<file path="config.mk">
export PLATFORM = sky130hd
export DESIGN_NAME = touch_event_decoder_core
export DESIGN_NICKNAME = d
export VERILOG_FILES = /design/src/hdl/ted_pkg.sv /design/src/hdl/touch_event_decoder_core.sv /design/src/hdl/ted_scaler.sv
export SDC_FILE = /design/constraint.sdc
export NUM_CORES = 2
export LEC_CHECK = 0
export BUFFER_PORTS_ARGS = -buffer_cell sky130_fd_sc_hd__buf_2
export CAP_MARGIN = 20
export CELL_PAD_IN_SITES_DETAIL_PLACEMENT = 0
export CELL_PAD_IN_SITES_GLOBAL_PLACEMENT = 1
export CORE_ASPECT_RATIO = 2
export CORE_MARGIN = 4
export CORE_UTILIZATION = 50
export CTS_BUF_LIST = sky130_fd_sc_hd__clkbuf_8
export DETAILED_ROUTE_END_ITERATION = 10
export PLACE_DENSITY_LB_ADDON = 0.1
export SETUP_SLACK_MARGIN = 0.5
export SKIP_CTS_REPAIR_TIMING = 1
export SLEW_MARGIN = 20
export SYNTH_ARGS = -nofsm -noshare
export SYNTH_HDL_FRONTEND = slang
export SYNTH_SLANG_ARGS = --single-unit
export TNS_END_PERCENT = 20
</file>
<file path="constraint.sdc">
create_clock -name clk -period 7.5 [get_ports clk]
set_input_delay 1.5 -clock clk [delete_from_list [all_inputs] [get_ports clk]]
set_output_delay 1.5 -clock clk [all_outputs]
set_load 0.02 [all_outputs]
</file>
<file path="src/hdl/ted_pkg.sv">
// shared types, constants and codes for the touch event decoder
package ted_pkg;

  // coordinate saturation width and derived datapath widths
  localparam int COORD_BITS = 16;
  localparam int OUT_W      = 16;
  localparam int RAW_W      = 32;
  localparam int BOUND_W    = 16;
  localparam int SIZE_W     = 12;
  localparam int DEN_W      = BOUND_W;
  localparam int PROD_W     = RAW_W + SIZE_W;
  localparam int QUO_W      = COORD_BITS + 1;
  localparam int QCNT_W     = $clog2(QUO_W);
  localparam int DSH_W      = DEN_W + COORD_BITS;
  localparam int CMP_W      = (PROD_W > DSH_W) ? PROD_W : DSH_W;
  localparam int SAT_W      = (COORD_BITS > OUT_W) ? COORD_BITS : OUT_W;

  // stream field widths
  localparam int KIND_W  = 2;
  localparam int CODE_W  = 16;
  localparam int PHASE_W = 2;
  localparam int S_DATA_W = 48;
  localparam int M_DATA_W = 64;

  // configuration port
  localparam int CFG_IDX_W  = 3;
  localparam int CFG_DATA_W = 16;

  localparam logic [CFG_IDX_W-1:0] CFG_SCREEN_WIDTH  = 3'd0;
  localparam logic [CFG_IDX_W-1:0] CFG_SCREEN_HEIGHT = 3'd1;
  localparam logic [CFG_IDX_W-1:0] CFG_RAW_X_MIN     = 3'd2;
  localparam logic [CFG_IDX_W-1:0] CFG_RAW_X_MAX     = 3'd3;
  localparam logic [CFG_IDX_W-1:0] CFG_RAW_Y_MIN     = 3'd4;
  localparam logic [CFG_IDX_W-1:0] CFG_RAW_Y_MAX     = 3'd5;
  localparam logic [CFG_IDX_W-1:0] CFG_SWAP_AXES     = 3'd6;

  // event kinds
  localparam logic [KIND_W-1:0] KIND_SYNC = 2'd0;
  localparam logic [KIND_W-1:0] KIND_ABS  = 2'd1;

  // absolute axis codes
  localparam logic [CODE_W-1:0] CODE_POS_X     = 16'd0;
  localparam logic [CODE_W-1:0] CODE_POS_Y     = 16'd1;
  localparam logic [CODE_W-1:0] CODE_PRESSURE  = 16'd24;
  localparam logic [CODE_W-1:0] CODE_MT_POS_X  = 16'd53;
  localparam logic [CODE_W-1:0] CODE_MT_POS_Y  = 16'd54;
  localparam logic [CODE_W-1:0] CODE_TRACK_ID  = 16'd57;

  localparam logic [RAW_W-1:0] TRACK_RELEASE = '1;

  // report phases
  localparam logic [PHASE_W-1:0] PHASE_BEGIN  = 2'd0;
  localparam logic [PHASE_W-1:0] PHASE_CHANGE = 2'd1;
  localparam logic [PHASE_W-1:0] PHASE_END    = 2'd2;

  // register reset values
  localparam logic [SIZE_W-1:0]  RST_SCREEN_WIDTH  = 12'd800;
  localparam logic [SIZE_W-1:0]  RST_SCREEN_HEIGHT = 12'd480;
  localparam logic [BOUND_W-1:0] RST_RAW_X_MAX     = 16'd800;
  localparam logic [BOUND_W-1:0] RST_RAW_Y_MAX     = 16'd480;

  typedef enum logic [0:0] {
    TOP_IDLE,
    TOP_SCALE
  } top_state_t;

  typedef enum logic [1:0] {
    SCL_IDLE,
    SCL_MUL,
    SCL_DIV,
    SCL_DONE
  } scl_state_t;

  typedef struct packed {
    logic                     start;
    logic signed [RAW_W-1:0]  raw;
    logic [BOUND_W-1:0]       lo;
    logic [BOUND_W-1:0]       hi;
    logic [SIZE_W-1:0]        size;
  } scale_req_t;

  typedef struct packed {
    logic             done;
    logic [OUT_W-1:0] coord;
  } scale_rsp_t;

endpackage

</file>
<file path="src/hdl/touch_event_decoder_core.sv">
// top level of the touch event decoder: event decode, touch state and report output
//
//  channel   direction  handshake              payload
//  s_axis    in         tvalid/tready          tuser: kind; tdata: event_code, event_value
//  m_axis    out        tvalid/tready          tuser: touch_phase; tdata: four coordinates
//  cfg       in         cfg_we (no wait)       cfg_index, cfg_data
//
// sync, pressure, tracking id and ignored events need no scaler pass
// coordinate events pass through the scaler: the accept cycle for operand setup, the
// 32x12 multiply, 17 compare/subtract steps in the shared divider, then saturate and
// store; no new event is taken before the store
// a coordinate event whose calibration span is zero skips to the store
// a sync event waits while an earlier report still sits in the output register;
// other events go ahead regardless of m_axis_tready
// rst is synchronous: touch flags and points clear, registers take their defaults
module touch_event_decoder_core (
  input  logic                              clk,
  input  logic                              rst,
  // configuration writes
  input  logic                              cfg_we,
  input  logic [ted_pkg::CFG_IDX_W-1:0]     cfg_index,
  input  logic [ted_pkg::CFG_DATA_W-1:0]    cfg_data,
  // input events
  input  logic                              s_axis_tvalid,
  output logic                              s_axis_tready,
  input  logic [ted_pkg::S_DATA_W-1:0]      s_axis_tdata,  // event_code[15:0], event_value[47:16]
  input  logic [ted_pkg::KIND_W-1:0]        s_axis_tuser,  // kind[1:0]
  // touch reports
  output logic                              m_axis_tvalid,
  input  logic                              m_axis_tready,
  output logic [ted_pkg::M_DATA_W-1:0]      m_axis_tdata,  // first_x, first_y, second_x, second_y
  output logic [ted_pkg::PHASE_W-1:0]       m_axis_tuser   // touch_phase[1:0]
);
  import ted_pkg::*;

  // configuration registers
  logic [SIZE_W-1:0]  screen_width;
  logic [SIZE_W-1:0]  screen_height;
  logic [BOUND_W-1:0] raw_x_min;
  logic [BOUND_W-1:0] raw_x_max;
  logic [BOUND_W-1:0] raw_y_min;
  logic [BOUND_W-1:0] raw_y_max;
  logic               swap_axes;

  // touch state
  logic               start_pending;
  logic               end_pending;
  logic               touch_active;
  logic [OUT_W-1:0]   point_one_x;
  logic [OUT_W-1:0]   point_one_y;
  logic [OUT_W-1:0]   point_two_x;
  logic [OUT_W-1:0]   point_two_y;

  // pending coordinate target
  logic               tgt_second;
  logic               tgt_y;

  // report register
  logic [PHASE_W-1:0] phase;

  top_state_t state, state_next;

  scale_req_t req;
  scale_rsp_t rsp;

  // input field split
  logic [KIND_W-1:0] s_kind;
  logic [CODE_W-1:0] s_code;
  logic [RAW_W-1:0]  s_value;

  assign s_kind  = s_axis_tuser;
  assign s_code  = s_axis_tdata[CODE_W-1:0];
  assign s_value = s_axis_tdata[CODE_W +: RAW_W];

  logic accept;
  logic is_abs;
  logic is_sync;
  logic is_coord;
  logic code_second;
  logic code_y;
  logic axis_y;
  logic is_pressure;
  logic is_track;
  logic release_val;
  logic coord_start;
  logic report_load;

  assign accept      = s_axis_tvalid & s_axis_tready;
  assign is_abs      = (s_kind == KIND_ABS);
  assign is_sync     = (s_kind == KIND_SYNC);
  assign code_second = (s_code == CODE_MT_POS_X) || (s_code == CODE_MT_POS_Y);
  assign code_y      = (s_code == CODE_POS_Y) || (s_code == CODE_MT_POS_Y);
  assign is_coord    = (s_code == CODE_POS_X) || (s_code == CODE_POS_Y) || code_second;
  assign axis_y      = code_y ^ swap_axes;
  assign is_pressure = (s_code == CODE_PRESSURE);
  assign is_track    = (s_code == CODE_TRACK_ID);
  // release: pressure drops to zero or the tracking id goes to -1
  assign release_val = is_pressure ? (s_value == '0) : (s_value == TRACK_RELEASE);
  assign coord_start = accept & is_abs & is_coord;
  // a sync that produces a report
  assign report_load = accept & is_sync & (start_pending | end_pending | touch_active);

  // scaler request picks the calibration of the target axis
  assign req.start = coord_start;
  assign req.raw   = $signed(s_value);
  assign req.lo    = axis_y ? raw_y_min : raw_x_min;
  assign req.hi    = axis_y ? raw_y_max : raw_x_max;
  assign req.size  = axis_y ? screen_height : screen_width;

  ted_scaler u_scaler (
    .clk (clk),
    .rst (rst),
    .req (req),
    .rsp (rsp)
  );

  always_ff @(posedge clk) begin
    if (rst) begin
      state <= TOP_IDLE;
    end else begin
      state <= state_next;
    end
  end

  // ready only between events; a sync also needs a free report register
  always_comb begin
    state_next    = state;
    s_axis_tready = 1'b0;
    unique case (state)
      TOP_IDLE: begin
        s_axis_tready = ~m_axis_tvalid | ~is_sync;
        if (coord_start) begin
          state_next = TOP_SCALE;
        end
      end
      TOP_SCALE: begin
        if (rsp.done) begin
          state_next = TOP_IDLE;
        end
      end
      default: state_next = TOP_IDLE;
    endcase
  end

  // configuration writes
  always_ff @(posedge clk) begin
    if (rst) begin
      screen_width  <= RST_SCREEN_WIDTH;
      screen_height <= RST_SCREEN_HEIGHT;
      raw_x_min     <= '0;
      raw_x_max     <= RST_RAW_X_MAX;
      raw_y_min     <= '0;
      raw_y_max     <= RST_RAW_Y_MAX;
      swap_axes     <= 1'b0;
    end else if (cfg_we) begin
      unique case (cfg_index)
        CFG_SCREEN_WIDTH:  screen_width  <= cfg_data[SIZE_W-1:0];
        CFG_SCREEN_HEIGHT: screen_height <= cfg_data[SIZE_W-1:0];
        CFG_RAW_X_MIN:     raw_x_min     <= cfg_data[BOUND_W-1:0];
        CFG_RAW_X_MAX:     raw_x_max     <= cfg_data[BOUND_W-1:0];
        CFG_RAW_Y_MIN:     raw_y_min     <= cfg_data[BOUND_W-1:0];
        CFG_RAW_Y_MAX:     raw_y_max     <= cfg_data[BOUND_W-1:0];
        CFG_SWAP_AXES:     swap_axes     <= cfg_data[0];
        default: begin
        end
      endcase
    end
  end

  // remember which point/axis the scaler result goes to
  always_ff @(posedge clk) begin
    if (coord_start) begin
      tgt_second <= code_second;
      tgt_y      <= axis_y;
    end
  end

  // touch state, stored points and report register
  always_ff @(posedge clk) begin
    if (rst) begin
      start_pending <= 1'b0;
      end_pending   <= 1'b0;
      touch_active  <= 1'b0;
      point_one_x   <= '0;
      point_one_y   <= '0;
      point_two_x   <= '0;
      point_two_y   <= '0;
      m_axis_tvalid <= 1'b0;
      m_axis_tdata  <= '0;
      phase         <= PHASE_BEGIN;
    end else begin
      // scaled coordinate lands in its point
      if (state == TOP_SCALE && rsp.done) begin
        unique case ({tgt_second, tgt_y})
          2'b00: point_one_x <= rsp.coord;
          2'b01: point_one_y <= rsp.coord;
          2'b10: point_two_x <= rsp.coord;
          2'b11: point_two_y <= rsp.coord;
          default: begin
          end
        endcase
      end

      // pressure or tracking id arms a start or an end
      if (accept && is_abs && (is_pressure || is_track)) begin
        if (release_val) begin
          if (touch_active) begin
            end_pending <= 1'b1;
          end
        end else if (!touch_active) begin
          start_pending <= 1'b1;
        end
      end

      // sync turns pending state into a report
      if (accept && is_sync) begin
        priority if (start_pending) begin
          start_pending <= 1'b0;
          touch_active  <= 1'b1;
          phase         <= PHASE_BEGIN;
        end else if (end_pending) begin
          end_pending   <= 1'b0;
          touch_active  <= 1'b0;
          phase         <= PHASE_END;
        end else if (touch_active) begin
          phase         <= PHASE_CHANGE;
        end else begin
        end
      end

      // report holds its own copy of the points, later coordinate events
      // may overwrite the points while it waits
      if (report_load) begin
        m_axis_tvalid <= 1'b1;
        m_axis_tdata  <= {point_two_y, point_two_x, point_one_y, point_one_x};
      end else if (m_axis_tready) begin
        m_axis_tvalid <= 1'b0;
      end
    end
  end

  assign m_axis_tuser = phase;

endmodule

</file>
<file path="src/hdl/ted_scaler.sv">
// iterative axis scaler: (raw - lo) * size / (hi - lo), saturated
module ted_scaler (
  input  logic               clk,
  input  logic               rst,
  input  ted_pkg::scale_req_t req,
  output ted_pkg::scale_rsp_t rsp
);
  import ted_pkg::*;

  scl_state_t state, state_next;

  logic              neg;
  logic [RAW_W-1:0]  diff_mag;
  logic [DEN_W-1:0]  den_mag;
  logic [SIZE_W-1:0] size;
  logic [CMP_W-1:0]  rem;
  logic [CMP_W-1:0]  dsh;
  logic [QUO_W-1:0]  quo;
  logic [QCNT_W-1:0] cnt;

  // operand preparation
  logic signed [RAW_W:0]   diff;
  logic [DEN_W:0]          den;
  logic [RAW_W:0]          diff_abs;
  logic [DEN_W:0]          den_abs;
  logic [PROD_W-1:0]       prod;
  logic [CMP_W:0]          sub;
  logic                    ge;

  assign diff     = $signed({req.raw[RAW_W-1], req.raw}) - $signed({1'b0, RAW_W'(req.lo)});
  assign den      = {1'b0, req.hi} - {1'b0, req.lo};
  assign diff_abs = diff[RAW_W] ? (RAW_W+1)'(-diff) : diff;
  assign den_abs  = den[DEN_W] ? (DEN_W+1)'(-den) : den;
  assign prod     = PROD_W'(diff_mag) * PROD_W'(size);

  // the shared compare and subtract
  assign sub = {1'b0, rem} - {1'b0, dsh};
  assign ge  = ~sub[CMP_W];

  // saturation to the coordinate range
  localparam logic [COORD_BITS-1:0] C_MAX = {1'b0, {(COORD_BITS-1){1'b1}}};
  localparam logic [COORD_BITS-1:0] C_MIN = {1'b1, {(COORD_BITS-1){1'b0}}};

  logic                         pos_ovf;
  logic                         neg_ovf;
  logic [QUO_W-1:0]             quo_neg;
  logic [COORD_BITS-1:0]        sat;
  logic signed [SAT_W-1:0]      sat_ext;

  assign pos_ovf = quo[COORD_BITS] | quo[COORD_BITS-1];
  assign neg_ovf = quo[COORD_BITS] | (quo[COORD_BITS-1] & (|quo[COORD_BITS-2:0]));
  assign quo_neg = -quo;
  assign sat     = neg ? (neg_ovf ? C_MIN : quo_neg[COORD_BITS-1:0])
                       : (pos_ovf ? C_MAX : quo[COORD_BITS-1:0]);
  assign sat_ext = SAT_W'($signed(sat));

  assign rsp.done  = (state == SCL_DONE);
  assign rsp.coord = sat_ext[OUT_W-1:0];

  always_ff @(posedge clk) begin
    if (rst) begin
      state <= SCL_IDLE;
    end else begin
      state <= state_next;
    end
  end

  always_comb begin
    state_next = state;
    unique case (state)
      SCL_IDLE: begin
        if (req.start) begin
          state_next = (den == '0) ? SCL_DONE : SCL_MUL;
        end
      end
      SCL_MUL: state_next = SCL_DIV;
      SCL_DIV: begin
        if (cnt == '0) begin
          state_next = SCL_DONE;
        end
      end
      SCL_DONE: state_next = SCL_IDLE;
      default:  state_next = SCL_IDLE;
    endcase
  end

  always_ff @(posedge clk) begin
    unique case (state)
      SCL_IDLE: begin
        if (req.start) begin
          diff_mag <= diff_abs[RAW_W-1:0];
          den_mag  <= den_abs[DEN_W-1:0];
          size     <= req.size;
          neg      <= diff[RAW_W] ^ den[DEN_W];
          quo      <= '0;
        end
      end
      SCL_MUL: begin
        rem <= CMP_W'(prod);
        dsh <= CMP_W'(den_mag) << COORD_BITS;
        cnt <= QCNT_W'(QUO_W - 1);
      end
      SCL_DIV: begin
        if (ge) begin
          rem <= sub[CMP_W-1:0];
        end
        quo <= {quo[QUO_W-2:0], ge};
        dsh <= dsh >> 1;
        cnt <= cnt - 1'b1;
      end
      SCL_DONE: begin
      end
      default: begin
      end
    endcase
  end

endmodule
</file>
==> impl_metrics.json <==
{
  "syn2layout_area_growth_pct": 9.04,
  "clk_path_buf_depth": 3,
  "hold_start": "point_two_y[14]",
  "synth_seq_area_share_pct": 29.4,
  "tns_ns": 0,
  "end_kind": "flip-flop",
  "clk_pin_slew_ns": 0.08,
  "die_y_um": 365,
  "maxCapViolCount": 0,
  "skew_ns": 0.0629,
  "drt-initial-drc-count": 1440,
  "comb_power_share_pct": 14.3,
  "intPower_mw": 3.46,
  "arrival_ns": 7.23,
  "hold_violations": 0,
  "p_switching_mw": 1.38,
  "syn-num-nets": 4128,
  "p_clk_share_pct": 38.6,
  "rr_startpoint": "u_scaler.size[7]",
  "final_nets": 4214,
  "cts.sinks": 387,
  "multiInputGateArea_mm2": 0.0203,
  "final_cell_mix": "nand2_1 (686), inv_1 (429), fa_1 (303), a21oi_1 (258), dfxtp_1 (226)",
  "ys_async_sr_fraction_pct": 0,
  "ir_drop_mv": 0.153,
  "overflow": 0,
  "fill_cells": 5893,
  "gp_congestion": 0.954,
  "antenna_left": 0,
  "die_w_um": 186,
  "pwr-share-seq_pct": 47.1,
  "synth_enable_flop_cells": 161,
  "timing.hold.ws_ns": 0.425,
  "num_vias": 25800,
  "fmax_mhz": 148,
  "regArea_mm2": 0.00936,
  "synthCells": 3596,
  "synth_cell_types": 86,
  "tritoncts": "built",
  "io_pins": 142,
  "syn-cell-area_mm2": 0.0318,
  "yosysTopAreaCell": "fa_1",
  "path_class": "flip-flop to flip-flop",
  "drt-pass1-iter-count": 5,
  "drc_errors": 0,
  "core_mm2": 0.0629,
  "critPathLaunch": "u_scaler.size[7]",
  "synth_flop_cell": "dfxtp_1",
  "yosys_register_bits": 387,
  "drive_gt1_share_pct": 10.3,
  "slew_viol_final": 0,
  "first_global_vias": 27700,
  "cts_htree_levels": 2,
  "drt_wl_total_um": 100000,
  "cts-buffers-inserted": 57,
  "clk_latency_ns": 0.70,
  "grt_setup_unrepaired": "no",
  "required_ns": 7.96,
  "post_drt_wl_per_cell_um": 22.2,
  "powerDensity_mw_per_mm2": 140,
  "tightestPinTransition_ns": 1.12,
  "viasPerCell": 5.70,
  "hpwl_um": 80000,
  "synthTopCellsByArea": "fa_1 (19%), edfxtp_1 (15%), dfxtp_1 (14%)",
  "synth_top_area_share_pct": 19.1,
  "fin_crit_sh_pct": 90.3,
  "setup_viol": 0,
  "grt_first_pass_wirelength_um": 156000,
  "status": "finished, final reports clean",
  "avgSynthCellArea_um2": 8.84,
  "start_util_pct": 50.5,
  "rows": 130,
  "antenna_found_initial": 2,
  "ys_warn_count": 0,
  "grt_max_degree": 128,
  "clockRootBuffer": "clkbuf_8",
  "p_leak_nw": 15.0,
  "finalCriticalPeriod_ns": 6.77,
  "hold_path.class": "flip-flop to flip-flop",
  "slew_headroom_pct": 25.1,
  "grtUsageTotal_pct": 29.9,
  "io_buffer_count": 141,
  "final_common_cell": "nand2_1",
  "netSwitchingFraction_pct": 28.5,
  "critical_path.startpoint_type": "flip-flop",
  "die_area_mm2": 0.0679,
  "cp_max_fo": 16
}
final cells by class:
| type | count | share of cell area (%) |
|---|---|---|
| Multi-Input combinational cell | 2612 | 58.5 |
| Clock buffer | 73 | 2.90 |
| Tap cell | 792 | 2.86 |
| Timing Repair Buffer | 208 | 3.51 |
| Clock inverter | 35 | 0.726 |
| Sequential cell | 387 | 27.0 |
| Inverter | 416 | 4.51 |
| Antenna cell | 1 | 0.00722 |
flip-flops by register name, indices dropped and copies added, names as in the netlist, 17 cells and up:
name and flops:
u_scaler.rem 44, u_scaler.quo 17, m_axis_tdata 64, u_scaler.diff_mag 32
u_scaler.dsh 32
metal layers:
metal	GRT usage, %	wire, um	vias up
met5	0	11	-
met4	23.5	10100	2
met3	3.77	3970	370
met2	55.8	54100	826
met1	28.8	32100	12600
li1	-	-	12000
worst paths after layout:
path / to / slack, ns / cells past startpoint
max: u_scaler.rem[36] / 0.73 / 21
min: m_axis_tdata[62] / 0.42 / 2
max reg2reg: u_scaler.rem[36] / 0.73 / 21
min reg2reg: m_axis_tdata[62] / 0.42 / 2
power by group through the flow:
stage / clock, mW / combinational, mW / sequential (mW)
after detailed placement: 0 / 0.688 / 2.33
after CTS: 1.92 / 0.692 / 2.28
after floorplan: 0 / 0.462 / 2.32
after global routing: 2.00 / 0.753 / 2.28
after global placement: 0 / 0.681 / 2.33
final: 1.87 / 0.694 / 2.28
cell usage after synthesis, drive strengths merged (19+ instances only):
cell	n
a211oi	70
inv	416
a21o	47
clkbuf	176
mux2	48
a21oi	258
nand3b	26
nor3	53
xnor2	93
nor4	21
and2	152
nand3	38
mux2i	38
o21bai	19
nand4	27
fa	303
dfxtp	226
edfxtp	161
and3	21
nor2	167
a31oi	26
ha	155
o21ai	85
nor2b	28
nand2	686
nand2b	21
xor2	66
cell families (layout without fill, tap and decap cells):
kind of cell / after synthesis / in the layout / synth area share (%)
buffers and inverters: 597 / 732 / 7.05
other: 0 / 1 / 0
xor gates and xnor gates: 159 / 159 / 4.38
AOI/OAI and AO/OA: 614 / 614 / 12.2
DFF: 387 / 387 / 29.4
adders and majority gates: 458 / 458 / 25.2
and+or+nand+nor: 1295 / 1295 / 18.9
muxes: 86 / 86 / 2.90
worst max-delay path, stage by stage, from the launching register on:
cell and delay (ns):
edfxtp_1 0.50, buf_4 0.25, and2_1 0.17, fa_1 0.52, inv_1 0.06, fa_1 0.48
inv_1 0.05, fa_1 0.50, fa_1 0.55, inv_1 0.06, fa_1 0.54, inv_1 0.04
ha_1 0.35, a21oi_1 0.14, o21ai_0 0.23, or2_2 0.37, a31oi_1 0.50, o31ai_1 0.28
a31oi_2 0.43, a31oi_1 0.17, xnor2_1 0.14, mux2_2 0.25
stage by stage:
stage	setup slack, ns	util, %	area, um2	power, mW	cells
after floorplan	1.10	-	31800	2.78	3596
after global placement	0.639	53.0	33300	3.01	4409
after detailed placement	0.523	53.0	33300	3.02	4409
after CTS	0.568	55.0	34600	4.89	4517
after global routing	0.494	55.1	34700	5.04	4524
final	0.729	55.1	34700	4.84	4524
(Power assumes the default switching activity.)
